--- config.mk ---
export PLATFORM = sky130hd
export DESIGN_NAME = preset_biquad_equalizer
export DESIGN_NICKNAME = d
export VERILOG_FILES = /design/src/rtl/pbeq_pkg.sv /design/src/rtl/pbeq_front.sv /design/src/rtl/pbeq_queue.sv /design/src/rtl/pbeq_back.sv /design/src/rtl/preset_biquad_equalizer.sv
export SDC_FILE = /design/constraint.sdc
export NUM_CORES = 2
export LEC_CHECK = 0
export BUFFER_PORTS_ARGS = -buffer_cell sky130_fd_sc_hd__buf_2
export CAP_MARGIN = 20
export CORE_MARGIN = 2
export CORE_UTILIZATION = 45
export DETAILED_ROUTE_END_ITERATION = 6
export GPL_ROUTABILITY_DRIVEN = 0
export REMOVE_ABC_BUFFERS = 1
export SKIP_CTS_REPAIR_TIMING = 1
export SYNTH_ARGS = -nofsm -noshare
export SYNTH_HDL_FRONTEND = slang
export SYNTH_SLANG_ARGS = --single-unit
export TNS_END_PERCENT = 10
--- constraint.sdc ---
create_clock -name clock -period 20.5 [get_ports clock]
set_clock_uncertainty 0.2 [all_clocks]
set_input_delay 2.05 -clock clock [delete_from_list [all_inputs] [get_ports clock]]
set_output_delay 2.05 -clock clock [all_outputs]
set_load 0.1 [all_outputs]
--- src/rtl/pbeq_pkg.sv ---
// Package for the preset biquad equalizer: widths, coefficient set codes,
// the request item passed from front to back, the back sequencer states,
// and the coefficient ROM. No dependencies.
package pbeq_pkg;

   // Sample and datapath widths.
   localparam int SAMPLE_BITS = 16;
   localparam int DATA_BITS   = 32;
   localparam int COEF_BITS   = 18;
   localparam int FRAC_BITS   = 15;
   localparam int PROD_BITS   = COEF_BITS + DATA_BITS;
   // Only bits up to FRAC_BITS + DATA_BITS of the exact sum reach the wrapped result.
   localparam int ACC_BITS    = DATA_BITS + FRAC_BITS;
   localparam int PRESET_BITS = 4;

   // Multiply-accumulate sequencing: five terms, then one drain step.
   localparam int NUM_TERMS   = 5;
   localparam int STEP_BITS   = $clog2(NUM_TERMS + 1);

   // Queue between the front and the back.
   localparam int QUEUE_DEPTH = 2;
   localparam int QPTR_BITS   = $clog2(QUEUE_DEPTH);
   localparam int QCNT_BITS   = $clog2(QUEUE_DEPTH + 1);

   // Preset register codes; undefined codes act as bypass.
   typedef enum logic [PRESET_BITS-1:0] {
      PRESET_BYPASS       = 4'd0,
      PRESET_BASS_BOOST   = 4'd1,
      PRESET_BASS_CUT     = 4'd2,
      PRESET_TREBLE_BOOST = 4'd3,
      PRESET_TREBLE_CUT   = 4'd4,
      PRESET_VOCAL        = 4'd5,
      PRESET_ROCK         = 4'd6,
      PRESET_POP          = 4'd7,
      PRESET_JAZZ         = 4'd8,
      PRESET_LOW_PASS     = 4'd9,
      PRESET_HIGH_PASS    = 4'd10
   } preset_type;

   // Coefficient set codes in the ROM.
   typedef enum logic [2:0] {
      SET_BYPASS,
      SET_BASS_BOOST,
      SET_BASS_CUT,
      SET_TREBLE_BOOST,
      SET_TREBLE_CUT,
      SET_VOCAL,
      SET_LOW_PASS,
      SET_HIGH_PASS
   } coef_set_type;

   // Terms of one biquad sum, in issue order.
   typedef enum logic [STEP_BITS-1:0] {
      TERM_B0,
      TERM_B1,
      TERM_B2,
      TERM_A1,
      TERM_A2
   } term_type;

   // States of the back sequencer.
   typedef enum logic [1:0] {
      BK_IDLE,
      BK_MAC,
      BK_STORE,
      BK_DONE
   } back_state_type;

   // One classified request as it travels through the queue.
   typedef struct packed {
      logic signed [SAMPLE_BITS-1:0] sample;
      coef_set_type                  first_set;
      coef_set_type                  second_set;
      logic                          two_stage;
   } item_type;

   // Coefficient ROM. Feedback terms are stored negated so that every
   // term is added.
   function automatic logic signed [COEF_BITS-1:0] coef_lookup(
      input coef_set_type set_sel,
      input term_type     term
   );
      int b0;
      int b1;
      int b2;
      int na1;
      int na2;
      int v;
      case (set_sel)
         SET_BASS_BOOST: begin
            b0 = 34852; b1 = -62665; b2 = 28105; na1 = 62976; na2 = -30493;
         end
         SET_BASS_CUT: begin
            b0 = 30811; b1 = -58923; b2 = 28341; na1 = 59152; na2 = -26614;
         end
         SET_TREBLE_BOOST: begin
            b0 = 40130; b1 = -51416; b2 = 20312; na1 = 45537; na2 = -18523;
         end
         SET_TREBLE_CUT: begin
            b0 = 26761; b1 = -37185; b2 = 15119; na1 = 41848; na2 = -13772;
         end
         SET_VOCAL: begin
            b0 = 35032; b1 = -47651; b2 = 18890; na1 = 47651; na2 = -21155;
         end
         SET_LOW_PASS: begin
            b0 = 3198; b1 = 6399; b2 = 3198; na1 = 30893; na2 = -10921;
         end
         SET_HIGH_PASS: begin
            b0 = 30772; b1 = -61544; b2 = 30772; na1 = 61423; na2 = -28898;
         end
         default: begin
            b0 = 32768; b1 = 0; b2 = 0; na1 = 0; na2 = 0;
         end
      endcase
      case (term)
         TERM_B0: v = b0;
         TERM_B1: v = b1;
         TERM_B2: v = b2;
         TERM_A1: v = na1;
         TERM_A2: v = na2;
         default: v = 0;
      endcase
      return COEF_BITS'(v);
   endfunction

endpackage

--- src/rtl/pbeq_front.sv ---
// Front of the equalizer: holds the preset register, classifies each
// request into coefficient sets and stage count, and pushes it to the queue.
// Depends on pbeq_pkg.
module pbeq_front (
   input  logic                                   clock,
   input  logic                                   reset,
   input  logic                                   csr_write,
   input  logic [pbeq_pkg::PRESET_BITS-1:0]       csr_preset,
   input  logic                                   push,
   input  logic signed [pbeq_pkg::SAMPLE_BITS-1:0] req_in_sample,
   output logic                                   full,
   input  logic                                   q_full,
   output logic                                   q_push,
   output pbeq_pkg::item_type                     q_item
);
   import pbeq_pkg::*;

   logic [PRESET_BITS-1:0] preset_ff;
   logic [PRESET_BITS-1:0] preset_in;
   coef_set_type           first_set;
   coef_set_type           second_set;
   logic                   two_stage;

   // Preset register, written from the configuration port.
   always_comb begin
      preset_in = csr_write ? csr_preset : preset_ff;
   end

   always_ff @(posedge clock) begin
      if (reset) begin
         preset_ff <= PRESET_BYPASS;
      end else begin
         preset_ff <= preset_in;
      end
   end

   // Map the preset to the sets used by each stage.
   always_comb begin
      first_set  = SET_BYPASS;
      second_set = SET_BYPASS;
      two_stage  = 1'b0;
      case (preset_type'(preset_ff))
         PRESET_BASS_BOOST:   first_set = SET_BASS_BOOST;
         PRESET_BASS_CUT:     first_set = SET_BASS_CUT;
         PRESET_TREBLE_BOOST: first_set = SET_TREBLE_BOOST;
         PRESET_TREBLE_CUT:   first_set = SET_TREBLE_CUT;
         PRESET_VOCAL:        first_set = SET_VOCAL;
         PRESET_ROCK: begin
            first_set  = SET_BASS_BOOST;
            second_set = SET_TREBLE_BOOST;
            two_stage  = 1'b1;
         end
         PRESET_POP: begin
            first_set  = SET_VOCAL;
            second_set = SET_TREBLE_BOOST;
            two_stage  = 1'b1;
         end
         PRESET_JAZZ: begin
            first_set  = SET_BASS_BOOST;
            second_set = SET_TREBLE_CUT;
            two_stage  = 1'b1;
         end
         PRESET_LOW_PASS:     first_set = SET_LOW_PASS;
         PRESET_HIGH_PASS:    first_set = SET_HIGH_PASS;
         default:             first_set = SET_BYPASS;
      endcase
   end

   // Accept a request whenever the queue has room.
   assign full              = q_full;
   assign q_push            = push && !q_full;
   assign q_item.sample     = req_in_sample;
   assign q_item.first_set  = first_set;
   assign q_item.second_set = second_set;
   assign q_item.two_stage  = two_stage;

endmodule

--- src/rtl/pbeq_queue.sv ---
// Short request queue between the equalizer front and back.
// Depends on pbeq_pkg.
module pbeq_queue (
   input  logic               clock,
   input  logic               reset,
   input  logic               q_push,
   input  pbeq_pkg::item_type q_item,
   input  logic               q_pop,
   output logic               q_full,
   output logic               q_empty,
   output pbeq_pkg::item_type q_head
);
   import pbeq_pkg::*;

   item_type               entries_ff [QUEUE_DEPTH];
   logic [QPTR_BITS-1:0]   wr_ptr_ff;
   logic [QPTR_BITS-1:0]   wr_ptr_in;
   logic [QPTR_BITS-1:0]   rd_ptr_ff;
   logic [QPTR_BITS-1:0]   rd_ptr_in;
   logic [QCNT_BITS-1:0]   count_ff;
   logic [QCNT_BITS-1:0]   count_in;

   assign q_full  = (count_ff == QCNT_BITS'(QUEUE_DEPTH));
   assign q_empty = (count_ff == '0);
   assign q_head  = entries_ff[rd_ptr_ff];

   // Pointer and fill count updates.
   always_comb begin
      wr_ptr_in = wr_ptr_ff;
      rd_ptr_in = rd_ptr_ff;
      count_in  = count_ff;
      if (q_push) begin
         wr_ptr_in = (wr_ptr_ff == QPTR_BITS'(QUEUE_DEPTH - 1)) ? '0 : wr_ptr_ff + 1'b1;
      end
      if (q_pop) begin
         rd_ptr_in = (rd_ptr_ff == QPTR_BITS'(QUEUE_DEPTH - 1)) ? '0 : rd_ptr_ff + 1'b1;
      end
      if (q_push && !q_pop) begin
         count_in = count_ff + 1'b1;
      end else if (q_pop && !q_push) begin
         count_in = count_ff - 1'b1;
      end
   end

   always_ff @(posedge clock) begin
      if (reset) begin
         wr_ptr_ff <= '0;
         rd_ptr_ff <= '0;
         count_ff  <= '0;
      end else begin
         wr_ptr_ff <= wr_ptr_in;
         rd_ptr_ff <= rd_ptr_in;
         count_ff  <= count_in;
      end
   end

   // Entry storage needs no reset.
   always_ff @(posedge clock) begin
      if (q_push) begin
         entries_ff[wr_ptr_ff] <= q_item;
      end
   end

endmodule

--- src/rtl/pbeq_back.sv ---
// Back of the equalizer: runs one or two biquad stages through a shared
// multiplier and accumulator, keeps the filter histories, and holds the
// saturated result for the response side. Depends on pbeq_pkg.
module pbeq_back (
   input  logic                                    clock,
   input  logic                                    reset,
   input  logic                                    hist_clear,
   input  logic                                    q_empty,
   input  pbeq_pkg::item_type                      q_head,
   output logic                                    q_pop,
   output logic                                    empty,
   input  logic                                    pop,
   output logic signed [pbeq_pkg::SAMPLE_BITS-1:0] rsp_out_sample
);
   import pbeq_pkg::*;

   localparam logic [STEP_BITS-1:0] LAST_STEP = STEP_BITS'(NUM_TERMS);

   back_state_type state_ff;
   back_state_type state_in;

   logic [STEP_BITS-1:0]          step_ff;
   logic [STEP_BITS-1:0]          step_in;
   logic                          stage_ff;
   logic                          stage_in;
   item_type                      item_ff;
   item_type                      item_in;
   logic signed [PROD_BITS-1:0]   prod_ff;
   logic signed [PROD_BITS-1:0]   prod_in;
   logic [ACC_BITS-1:0]           acc_ff;
   logic [ACC_BITS-1:0]           acc_in;
   logic signed [DATA_BITS-1:0]   stage_x_ff;
   logic signed [DATA_BITS-1:0]   stage_x_in;
   logic signed [DATA_BITS-1:0]   result_ff;
   logic signed [DATA_BITS-1:0]   result_in;

   // Filter histories.
   logic signed [SAMPLE_BITS-1:0] x1_a_ff, x2_a_ff, x1_a_in, x2_a_in;
   logic signed [DATA_BITS-1:0]   y1_a_ff, y2_a_ff, y1_a_in, y2_a_in;
   logic signed [DATA_BITS-1:0]   x1_b_ff, x2_b_ff, x1_b_in, x2_b_in;
   logic signed [DATA_BITS-1:0]   y1_b_ff, y2_b_ff, y1_b_in, y2_b_in;

   // Response register.
   logic                          rsp_valid_ff;
   logic                          rsp_valid_in;
   logic signed [SAMPLE_BITS-1:0] rsp_data_ff;
   logic signed [SAMPLE_BITS-1:0] rsp_data_in;

   // Control strobes.
   logic                          issue;
   logic                          accum;
   logic                          store;
   logic                          chain;
   logic                          out_free;
   logic                          out_load;

   // Datapath signals.
   logic signed [DATA_BITS-1:0]   operand;
   logic signed [COEF_BITS-1:0]   coef;
   coef_set_type                  cur_set;
   logic signed [DATA_BITS-1:0]   stage_y;
   logic signed [SAMPLE_BITS-1:0] sat_y;

   // Next state.
   always_comb begin
      state_in = state_ff;
      case (state_ff)
         BK_IDLE:  if (!q_empty) state_in = BK_MAC;
         BK_MAC:   if (step_ff == LAST_STEP) state_in = BK_STORE;
         BK_STORE: begin
            if (!stage_ff && item_ff.two_stage) begin
               state_in = BK_MAC;
            end else begin
               state_in = BK_DONE;
            end
         end
         BK_DONE:  if (out_free) state_in = BK_IDLE;
         default:  state_in = BK_IDLE;
      endcase
   end

   // Control outputs of the sequencer.
   assign out_free = !rsp_valid_ff || pop;

   always_comb begin
      q_pop    = 1'b0;
      issue    = 1'b0;
      accum    = 1'b0;
      store    = 1'b0;
      chain    = 1'b0;
      out_load = 1'b0;
      case (state_ff)
         BK_IDLE:  q_pop = !q_empty;
         BK_MAC: begin
            issue = (step_ff != LAST_STEP);
            accum = (step_ff != '0);
         end
         BK_STORE: begin
            store = 1'b1;
            chain = !stage_ff && item_ff.two_stage;
         end
         BK_DONE:  out_load = out_free;
         default: begin
            q_pop = 1'b0;
         end
      endcase
   end

   // Operand and coefficient for the term being issued.
   assign cur_set = stage_ff ? item_ff.second_set : item_ff.first_set;
   assign coef    = coef_lookup(cur_set, term_type'(step_ff));

   always_comb begin
      case (term_type'(step_ff))
         TERM_B0: operand = stage_ff ? stage_x_ff : DATA_BITS'(item_ff.sample);
         TERM_B1: operand = stage_ff ? x1_b_ff : DATA_BITS'(x1_a_ff);
         TERM_B2: operand = stage_ff ? x2_b_ff : DATA_BITS'(x2_a_ff);
         TERM_A1: operand = stage_ff ? y1_b_ff : y1_a_ff;
         TERM_A2: operand = stage_ff ? y2_b_ff : y2_a_ff;
         default: operand = '0;
      endcase
   end

   // The stage output is the sum shifted right by the fraction bits and
   // wrapped to the data width.
   assign stage_y = acc_ff[ACC_BITS-1:FRAC_BITS];

   // Saturate the final value to the sample range.
   always_comb begin
      if (result_ff[DATA_BITS-1:SAMPLE_BITS-1] == '0 ||
          result_ff[DATA_BITS-1:SAMPLE_BITS-1] == '1) begin
         sat_y = result_ff[SAMPLE_BITS-1:0];
      end else if (result_ff[DATA_BITS-1]) begin
         sat_y = {1'b1, {(SAMPLE_BITS-1){1'b0}}};
      end else begin
         sat_y = {1'b0, {(SAMPLE_BITS-1){1'b1}}};
      end
   end

   // Next values of the datapath registers.
   always_comb begin
      step_in      = step_ff;
      stage_in     = stage_ff;
      item_in      = item_ff;
      prod_in      = prod_ff;
      acc_in       = acc_ff;
      stage_x_in   = stage_x_ff;
      result_in    = result_ff;
      rsp_data_in  = rsp_data_ff;
      rsp_valid_in = rsp_valid_ff;

      if (q_pop) begin
         item_in  = q_head;
         stage_in = 1'b0;
         step_in  = '0;
         acc_in   = '0;
      end else if (chain) begin
         stage_in   = 1'b1;
         step_in    = '0;
         acc_in     = '0;
         stage_x_in = stage_y;
      end else if (state_ff == BK_MAC) begin
         step_in = step_ff + 1'b1;
      end

      if (issue) begin
         prod_in = coef * operand;
      end
      if (accum) begin
         acc_in = acc_ff + prod_ff[ACC_BITS-1:0];
      end
      if (store) begin
         result_in = stage_y;
      end

      if (out_load) begin
         rsp_valid_in = 1'b1;
         rsp_data_in  = sat_y;
      end else if (pop) begin
         rsp_valid_in = 1'b0;
      end
   end

   // Next values of the histories.
   always_comb begin
      x1_a_in = x1_a_ff;
      x2_a_in = x2_a_ff;
      y1_a_in = y1_a_ff;
      y2_a_in = y2_a_ff;
      x1_b_in = x1_b_ff;
      x2_b_in = x2_b_ff;
      y1_b_in = y1_b_ff;
      y2_b_in = y2_b_ff;
      if (hist_clear) begin
         x1_a_in = '0;
         x2_a_in = '0;
         y1_a_in = '0;
         y2_a_in = '0;
         x1_b_in = '0;
         x2_b_in = '0;
         y1_b_in = '0;
         y2_b_in = '0;
      end else if (store && !stage_ff) begin
         x1_a_in = item_ff.sample;
         x2_a_in = x1_a_ff;
         y1_a_in = stage_y;
         y2_a_in = y1_a_ff;
      end else if (store) begin
         x1_b_in = stage_x_ff;
         x2_b_in = x1_b_ff;
         y1_b_in = stage_y;
         y2_b_in = y1_b_ff;
      end
   end

   // Control registers.
   always_ff @(posedge clock) begin
      if (reset) begin
         state_ff     <= BK_IDLE;
         rsp_valid_ff <= 1'b0;
         step_ff      <= '0;
         stage_ff     <= 1'b0;
      end else begin
         state_ff     <= state_in;
         rsp_valid_ff <= rsp_valid_in;
         step_ff      <= step_in;
         stage_ff     <= stage_in;
      end
   end

   // History registers, cleared by reset and by a preset write.
   always_ff @(posedge clock) begin
      if (reset) begin
         x1_a_ff <= '0;
         x2_a_ff <= '0;
         y1_a_ff <= '0;
         y2_a_ff <= '0;
         x1_b_ff <= '0;
         x2_b_ff <= '0;
         y1_b_ff <= '0;
         y2_b_ff <= '0;
      end else begin
         x1_a_ff <= x1_a_in;
         x2_a_ff <= x2_a_in;
         y1_a_ff <= y1_a_in;
         y2_a_ff <= y2_a_in;
         x1_b_ff <= x1_b_in;
         x2_b_ff <= x2_b_in;
         y1_b_ff <= y1_b_in;
         y2_b_ff <= y2_b_in;
      end
   end

   // Payload registers.
   always_ff @(posedge clock) begin
      item_ff     <= item_in;
      prod_ff     <= prod_in;
      acc_ff      <= acc_in;
      stage_x_ff  <= stage_x_in;
      result_ff   <= result_in;
      rsp_data_ff <= rsp_data_in;
   end

   assign empty          = !rsp_valid_ff;
   assign rsp_out_sample = rsp_data_ff;

endmodule

--- src/rtl/preset_biquad_equalizer.sv ---
// A request passes through the queue, then the back states idle, multiply-accumulate
// and store, once per stage (two stages for the rock, pop and jazz presets), then done.
// The back works on one request at a time and takes no new one until the result is
// loaded; the single shared 18x32 multiplier runs five terms per stage plus drain.
// A two-entry queue takes requests while the back is busy.
// Reset is synchronous and active high: preset returns to bypass, all filter
// histories and the queue clear; a preset write also clears the histories.
module preset_biquad_equalizer (
   input  logic                                    clock,
   input  logic                                    reset,
   input  logic                                    push,
   output logic                                    full,
   input  logic signed [pbeq_pkg::SAMPLE_BITS-1:0] req_in_sample,
   output logic                                    empty,
   input  logic                                    pop,
   output logic signed [pbeq_pkg::SAMPLE_BITS-1:0] rsp_out_sample,
   input  logic                                    csr_write,
   input  logic [pbeq_pkg::PRESET_BITS-1:0]        csr_preset
);
   import pbeq_pkg::*;

   logic     q_push;
   logic     q_pop;
   logic     q_full;
   logic     q_empty;
   item_type q_item;
   item_type q_head;

   // Front: preset register and request classification.
   pbeq_front u_front (
      .clock         (clock),
      .reset         (reset),
      .csr_write     (csr_write),
      .csr_preset    (csr_preset),
      .push          (push),
      .req_in_sample (req_in_sample),
      .full          (full),
      .q_full        (q_full),
      .q_push        (q_push),
      .q_item        (q_item)
   );

   // Queue between front and back.
   pbeq_queue u_queue (
      .clock   (clock),
      .reset   (reset),
      .q_push  (q_push),
      .q_item  (q_item),
      .q_pop   (q_pop),
      .q_full  (q_full),
      .q_empty (q_empty),
      .q_head  (q_head)
   );

   // Back: shared multiply-accumulate, histories and response register.
   pbeq_back u_back (
      .clock          (clock),
      .reset          (reset),
      .hist_clear     (csr_write),
      .q_empty        (q_empty),
      .q_head         (q_head),
      .q_pop          (q_pop),
      .empty          (empty),
      .pop            (pop),
      .rsp_out_sample (rsp_out_sample)
   );

   // The queue is never full and empty at once.
   assert property (@(posedge clock) disable iff (reset) !(q_full && q_empty))
      else $error("request queue reports full and empty together");

   // The back only takes a request that is there.
   assert property (@(posedge clock) disable iff (reset) q_pop |-> !q_empty)
      else $error("back popped an empty request queue");

   // A request taken into an empty queue is visible to the back next cycle.
   assert property (@(posedge clock) disable iff (reset)
                    (q_push && q_empty && !q_pop) |=> !q_empty)
      else $error("accepted request lost in the queue");

endmodule

# Word-level counts from Yosys, hierarchy flattened
# Memories as Yosys holds them, arrays and structs flattened. A register that Yosys moved wholly into a read port is not among the register bits.
# Index checks and enable logic that the tools add are counted.
[word_totals]
inputBits = 25
wordCells = 133
ff_bits = 413
memories = 1
out_inout_bits = 18
ram_bits = 46
[mem_list]
columns = ["memory", "words", "word_bits", "rd", "rd_clocked_by_memory_dff", "wr", "line_no", "text"]
rows = [
  ["u_queue.entries_ff", 2, 23, 1, 1, 1, "pbeq_queue.sv:15", "item_type entries_ff [QUEUE_DEPTH];"],
]
[classes]
n_bitwise = 2
n_eq_ne = 31
mux = 40
add_sub_neg = 6
mul = 1
n_reduce_logical = 31
[op_table]
columns = ["op", "n"]
rows = [
  ["one-hot mux 18 bit (7 select lines)", 2],
  ["one-hot mux 16 bit (7 select lines)", 2],
  ["two-way mux 32 bit", 5],
  ["one-hot mux 32 bit (5 select lines)", 1],
  ["two-way mux 47 bit", 3],
  ["one-hot mux 15 bit (7 select lines)", 1],
  ["one-hot mux 18 bit (5 select lines)", 1],
  ["adder 47 bit", 1],
  ["multiplier 18 x 32 -> 47 bit", 1],
  ["two-way mux 16 bit", 2],
  ["one-hot mux 3 bit (7 select lines)", 1],
  ["== test 3 bit (second input constant)", 6],
  ["== test 17 bit (second input constant)", 1],
  ["zero test 17 bit", 1],
  ["== test 4 x 3 -> 1 bit (second input constant)", 4],
  ["two-way mux 1 bit", 13],
  ["== test 3 x 2 -> 1 bit (second input constant)", 4],
  ["== test 4 bit (second input constant)", 3],
  ["two-way mux 2 bit", 6],
  ["OR reduction 3 bit", 3],
  ["== test 4 x 2 -> 1 bit (second input constant)", 2],
  ["one-hot mux 2 bit (4 select lines)", 1],
  ["OR reduction 2 bit", 4],
  ["== test 2 bit (second input constant)", 3],
  ["22 further kinds", 40],
]

# Longest topological paths before layout
[depth]
word_depth = 7
ltp_mapped = 35
mapped_depth_nobuf = 32

# By module
# From an unflattened synthesis, not the netlist that was laid out.
[unflattened]
hier_cells = 4445
hier_area_um2 = 41000.6
[by_module_without_submodules]
columns = ["mod", "seq_area_each_um2", "area_per_inst_um2", "n_inst", "cells_each"]
rows = [
  ["pbeq_back", 10540.1, 38718.4, 1, 4302],
  ["pbeq_queue", 1481.4, 1863.0, 1, 93],
  ["pbeq_front", 80.1, 419.2, 1, 50],
]

# Worst setup path before layout
# No wires, ideal clock.
[synth_path]
path_type = "reg2reg"
startpoint = "register u_back.step_ff[0]"
endpoint = "register u_back.prod_ff[43], data pin"
slack_ps = 12688
synth_period_minus_slack_ps = 7812
t_arrival_ps = 7350
setup_ps = 262
n_path_buf = 2
required_time_ps = 20038
stages_incl_launch_ff = 29
cell_sequence = "dfxtp_1 -> inv_1 -> ha_1 -> nand2_1 -> clkbuf_1 -> clkbuf_1 -> o22ai_1 -> nor3_1 -> nor2_1 -> fa_1 -> inv_1 -> fa_1 -> fa_1 -> inv_1 -> fa_1 -> fa_1 -> inv_1 -> fa_1 -> inv_1 -> ha_1 -> a21o_1 -> a21o_1 -> a311o_1 -> a21oi_1 -> nand3_1 -> a211o_1 -> a21oi_2 -> mux2i_1 -> nand3b_1"
[synth_via]
elab_chain_cells = 3
elab_cells_between_ends = 8
classes_between = "mul: 1; eq/ne: 4; mux: 2; reduce/logical: 1"
[synth_rtl]
columns = ["item", "line_no", "text"]
rows = [
  ["start, declared", "pbeq_back.sv:22", "logic [STEP_BITS-1:0] step_ff;"],
  ["start signal, assigned", "pbeq_back.sv:226", "step_ff <= step_in;"],
  ["== test 3 bit (tied with other cells)", "pbeq_pkg.sv:115, pbeq_back.sv:114", ""],
  ["one-hot mux 18 bit (5 select lines) or one-hot mux 32 bit (5 select lines) (tied branches)", "pbeq_pkg.sv:115, pbeq_back.sv:114", ""],
  ["multiplier 18 x 32 -> 47 bit (*)", "pbeq_back.sv:167", "prod_in = coef * operand;"],
  ["end signal, assigned", "pbeq_back.sv:257", "prod_ff <= prod_in;"],
  ["end, declared", "pbeq_back.sv:28", "logic signed [PROD_BITS-1:0] prod_ff;"],
]
# Mark *: on every way between the ends. The rest lies on a longest branch, timed or not.
# A chain may end at the register's enable or synchronous reset.

# Final worst setup path
[layout_path]
startpoint = "register u_back.stage_ff"
endpoint = "register u_back.prod_ff[44], data pin"
[layout_via]
elab_chain_cells = 5
elab_cells_between_ends = 21
classes_between = "mul: 1; eq/ne: 7; mux: 13"
[layout_rtl]
columns = ["item", "line_no", "text"]
rows = [
  ["start, declared", "pbeq_back.sv:24", "logic stage_ff;"],
  ["start signal, assigned", "pbeq_back.sv:227", "stage_ff <= stage_in;"],
  ["two-way mux 3 bit", "pbeq_back.sv:110", "assign cur_set = stage_ff ? item_ff.second_set : item_ff.first_set;"],
  ["== test 3 bit (tied with other cells)", "pbeq_pkg.sv:89", "case (set_sel)"],
  ["one-hot mux 18 bit (7 select lines) (tied with other cells)", "pbeq_pkg.sv:89", ""],
  ["one-hot mux 18 bit (5 select lines)", "pbeq_pkg.sv:115", "case (term)"],
  ["multiplier 18 x 32 -> 47 bit (*)", "pbeq_back.sv:167", ""],
]
# Marks and branches as above.

==> qor.yml <==
outcome:
  status: "complete, but fails checks"
  violations: "DRC"
floorplan:
  initial_core_util_pct: 45.4
  pin_count: 43
  core_um2: 90000
  die_area_um2: 93200
  num_rows: 110
  die_h_um: 305
  die_w_um: 305
timing:
  report.final.slew_viol_count: 0
  setup_viol: 0
  tns_ns: 0
  min_period_ns: 9.88
  slew_headroom_pct: 25.1
  hold_violations: 0
  rsz0062_at_grt: "false"
  clock.fmax_mhz: 101
  min_period_over_period_pct: 48.2
  worst_pin_slew_ns: 1.12
grt:
  grt_antenna_before_repair: 5
  grt.overflow.total: 0
  grtUsageTotal_pct: 26.4
  grt_pass1_wl_um: 190000
  grt_pass1_vias: 31600
  grt_max_degree: 92
place:
  place_area_um2: 42400
  hpwl_um: 89400
  port_buffers: 42
finish:
  final_nets: 5128
  finalInstanceArea_um2: 44000
  multi_input_area_um2: 25700
  fill_cells: 8597
  synthToLayoutAreaGrowth_pct: 7.78
  reg_top3: "u_back.acc_ff: 47 flops, u_back.prod_ff: 47 flops, u_queue.entries_ff: 44 flops"
  drive_above_1_share_pct: 7.21
  num_antenna_cells: 0
  regArea_um2: 12000
worst_setup_path:
  required_ns: 20.67
  cpPeakStageDelay_ns: 0.79
  endpoint_kind: "flop"
  worst_setup_path_start_kind: "flop"
  crit_fanout: 44
  arrival_ns: 10.05
  crit_type: "reg -> reg"
  slowest_stage: "dfxtp_4"
  crit_path_frequent_cell: "fa_1"
logic_synthesis:
  avgSynthCellArea_um2: 9.16
  ys_ff_latch: 479
  yosys-top-cells-area: "fa_1, edfxtp_1, dfxtp_1"
  synth_edf_count: 240
  synth_ff_type: "edfxtp_1"
  netlist_area_um2: 40900
  netlist_instances: 4462
  synth_warnings: 0
  yosys.area.top_type_share_pct: 26.1
  yosys.cell_count.top_type: "nand2_1"
  synth_seq_area_share_pct: 29.4
  synth.top_cells.by_count: "nand2_1, inv_1, fa_1"
  yosysUniqueCellTypes: 84
  synth.largest_area_cell: "fa_1"
  async_flop_share_pct: 0
drt:
  vias_per_cell: 5.59
  firstDrtPassIters: 7
  vias: 31400
  drt_wl_total_um: 121000
  wl_per_cell_um: 21.5
  remaining_drc_errors: 4
  drtIter0Drc: 3268
  ant_nets: 0
cts:
  htree_num_levels: 2
  path_clk_slew_ns: 0.07
  cts-root-buf: "clkbuf_16"
  cts_tree: "done"
  clock_latency_ns: 0.61
  clkSinkCount: 479
  clockBufferDepth: 3
  cts_buffers: 48
job:
  maxCapViolations: 0
min_path:
  hp-class: "reg -> reg"
==> area by class of cell <==
cell class / count / share of cell area (%)
multi-input cells: 3103 / 58.3
flip-flops and latches: 479 / 27.2
inverters: 650 / 5.54
well taps: 1176 / 3.34
clock buffers: 63 / 3.05
repair buffers: 119 / 1.81
clock inverters: 27 / 0.702
==> critical path: cells and delay by family, from the launching register on <==
kind	cells	cell delay [ns]
flops	1	0.79
fa+ha+maj	7	3.52
simple gates	7	1.59
compound gates	8	2.55
buf+inv	5	0.85
xor+xnor	1	0.09
==> stage by stage <==
| stage | std cells | hold WS (ns) | util, % | worst slack, ns |
|---|---|---|---|---|
| after floorplan | 4232 | 0.232 | - | 6.89 |
| after global placement | 5526 | 0.240 | 47.1 | 10.31 |
| after detailed placement | 5527 | 0.242 | 47.1 | 10.80 |
| after CTS | 5617 | 0.252 | 48.9 | 10.76 |
| after global routing | 5617 | 0.268 | 48.9 | 10.21 |
| final | 5617 | 0.252 | 48.9 | 10.62 |
==> worst paths after layout <==
kind	from	endpoint	slack [ns]	depth (start not counted)
setup / recovery	u_back.stage_ff$_SDFFE_PP0P_	u_back.prod_ff[44]$_DFFE_PP_	10.62	28
hold / removal	u_back.y2_b_ff[1]$_SDFFE_PP0P_	u_back.y2_b_ff[1]$_SDFFE_PP0P_	0.25	2
setup reg to reg	u_back.stage_ff$_SDFFE_PP0P_	u_back.prod_ff[44]$_DFFE_PP_	10.62	28
hold reg to reg	u_back.y2_b_ff[1]$_SDFFE_PP0P_	u_back.y2_b_ff[1]$_SDFFE_PP0P_	0.25	2
==> logic make-up after synthesis <==
kind of cell,count (synthesis),synth area share [%]
AND/OR/NAND/NOR,1434,14.3
AO/OA/AOI/OAI,746,11.1
buffers and inverters,880,8.27
flip-flops,479,29.4
XOR/XNOR,95,2.04
adder cells (fa/ha/maj),702,31.3
multiplexers,126,3.65
==> layout by cell type, fill, tap and decap left out, types with 49 or more instances in the layout <==
cell type,Yosys,routed
nand2_1,835,832
inv_1,648,647
fa_1,533,533
a21oi_1,400,398
nor2_1,392,390
edfxtp_1,240,240
dfxtp_1,239,237
ha_1,169,169
mux2i_1,80,80
buf_4,2,76
a21o_1,69,69
o21ai_0,67,66
xnor2_1,65,65
o22ai_1,53,53
clkbuf_16,0,49
==> per-layer routing <==
layer | share of wire, % | vias to the layer above | GRT usage [%]
met1 | 43 | 15800 | 37.2
met4 | 4.6 | 2 | 10.8
li1 | - | 14200 | -
met5 | 0.0058 | - | 0
met2 | 45 | 1176 | 40.6
met3 | 7.4 | 242 | 4.27
Power is left out: the tool's default activity adds up to more than one toggle a clock period on the data nets, which glitch-free logic cannot reach.
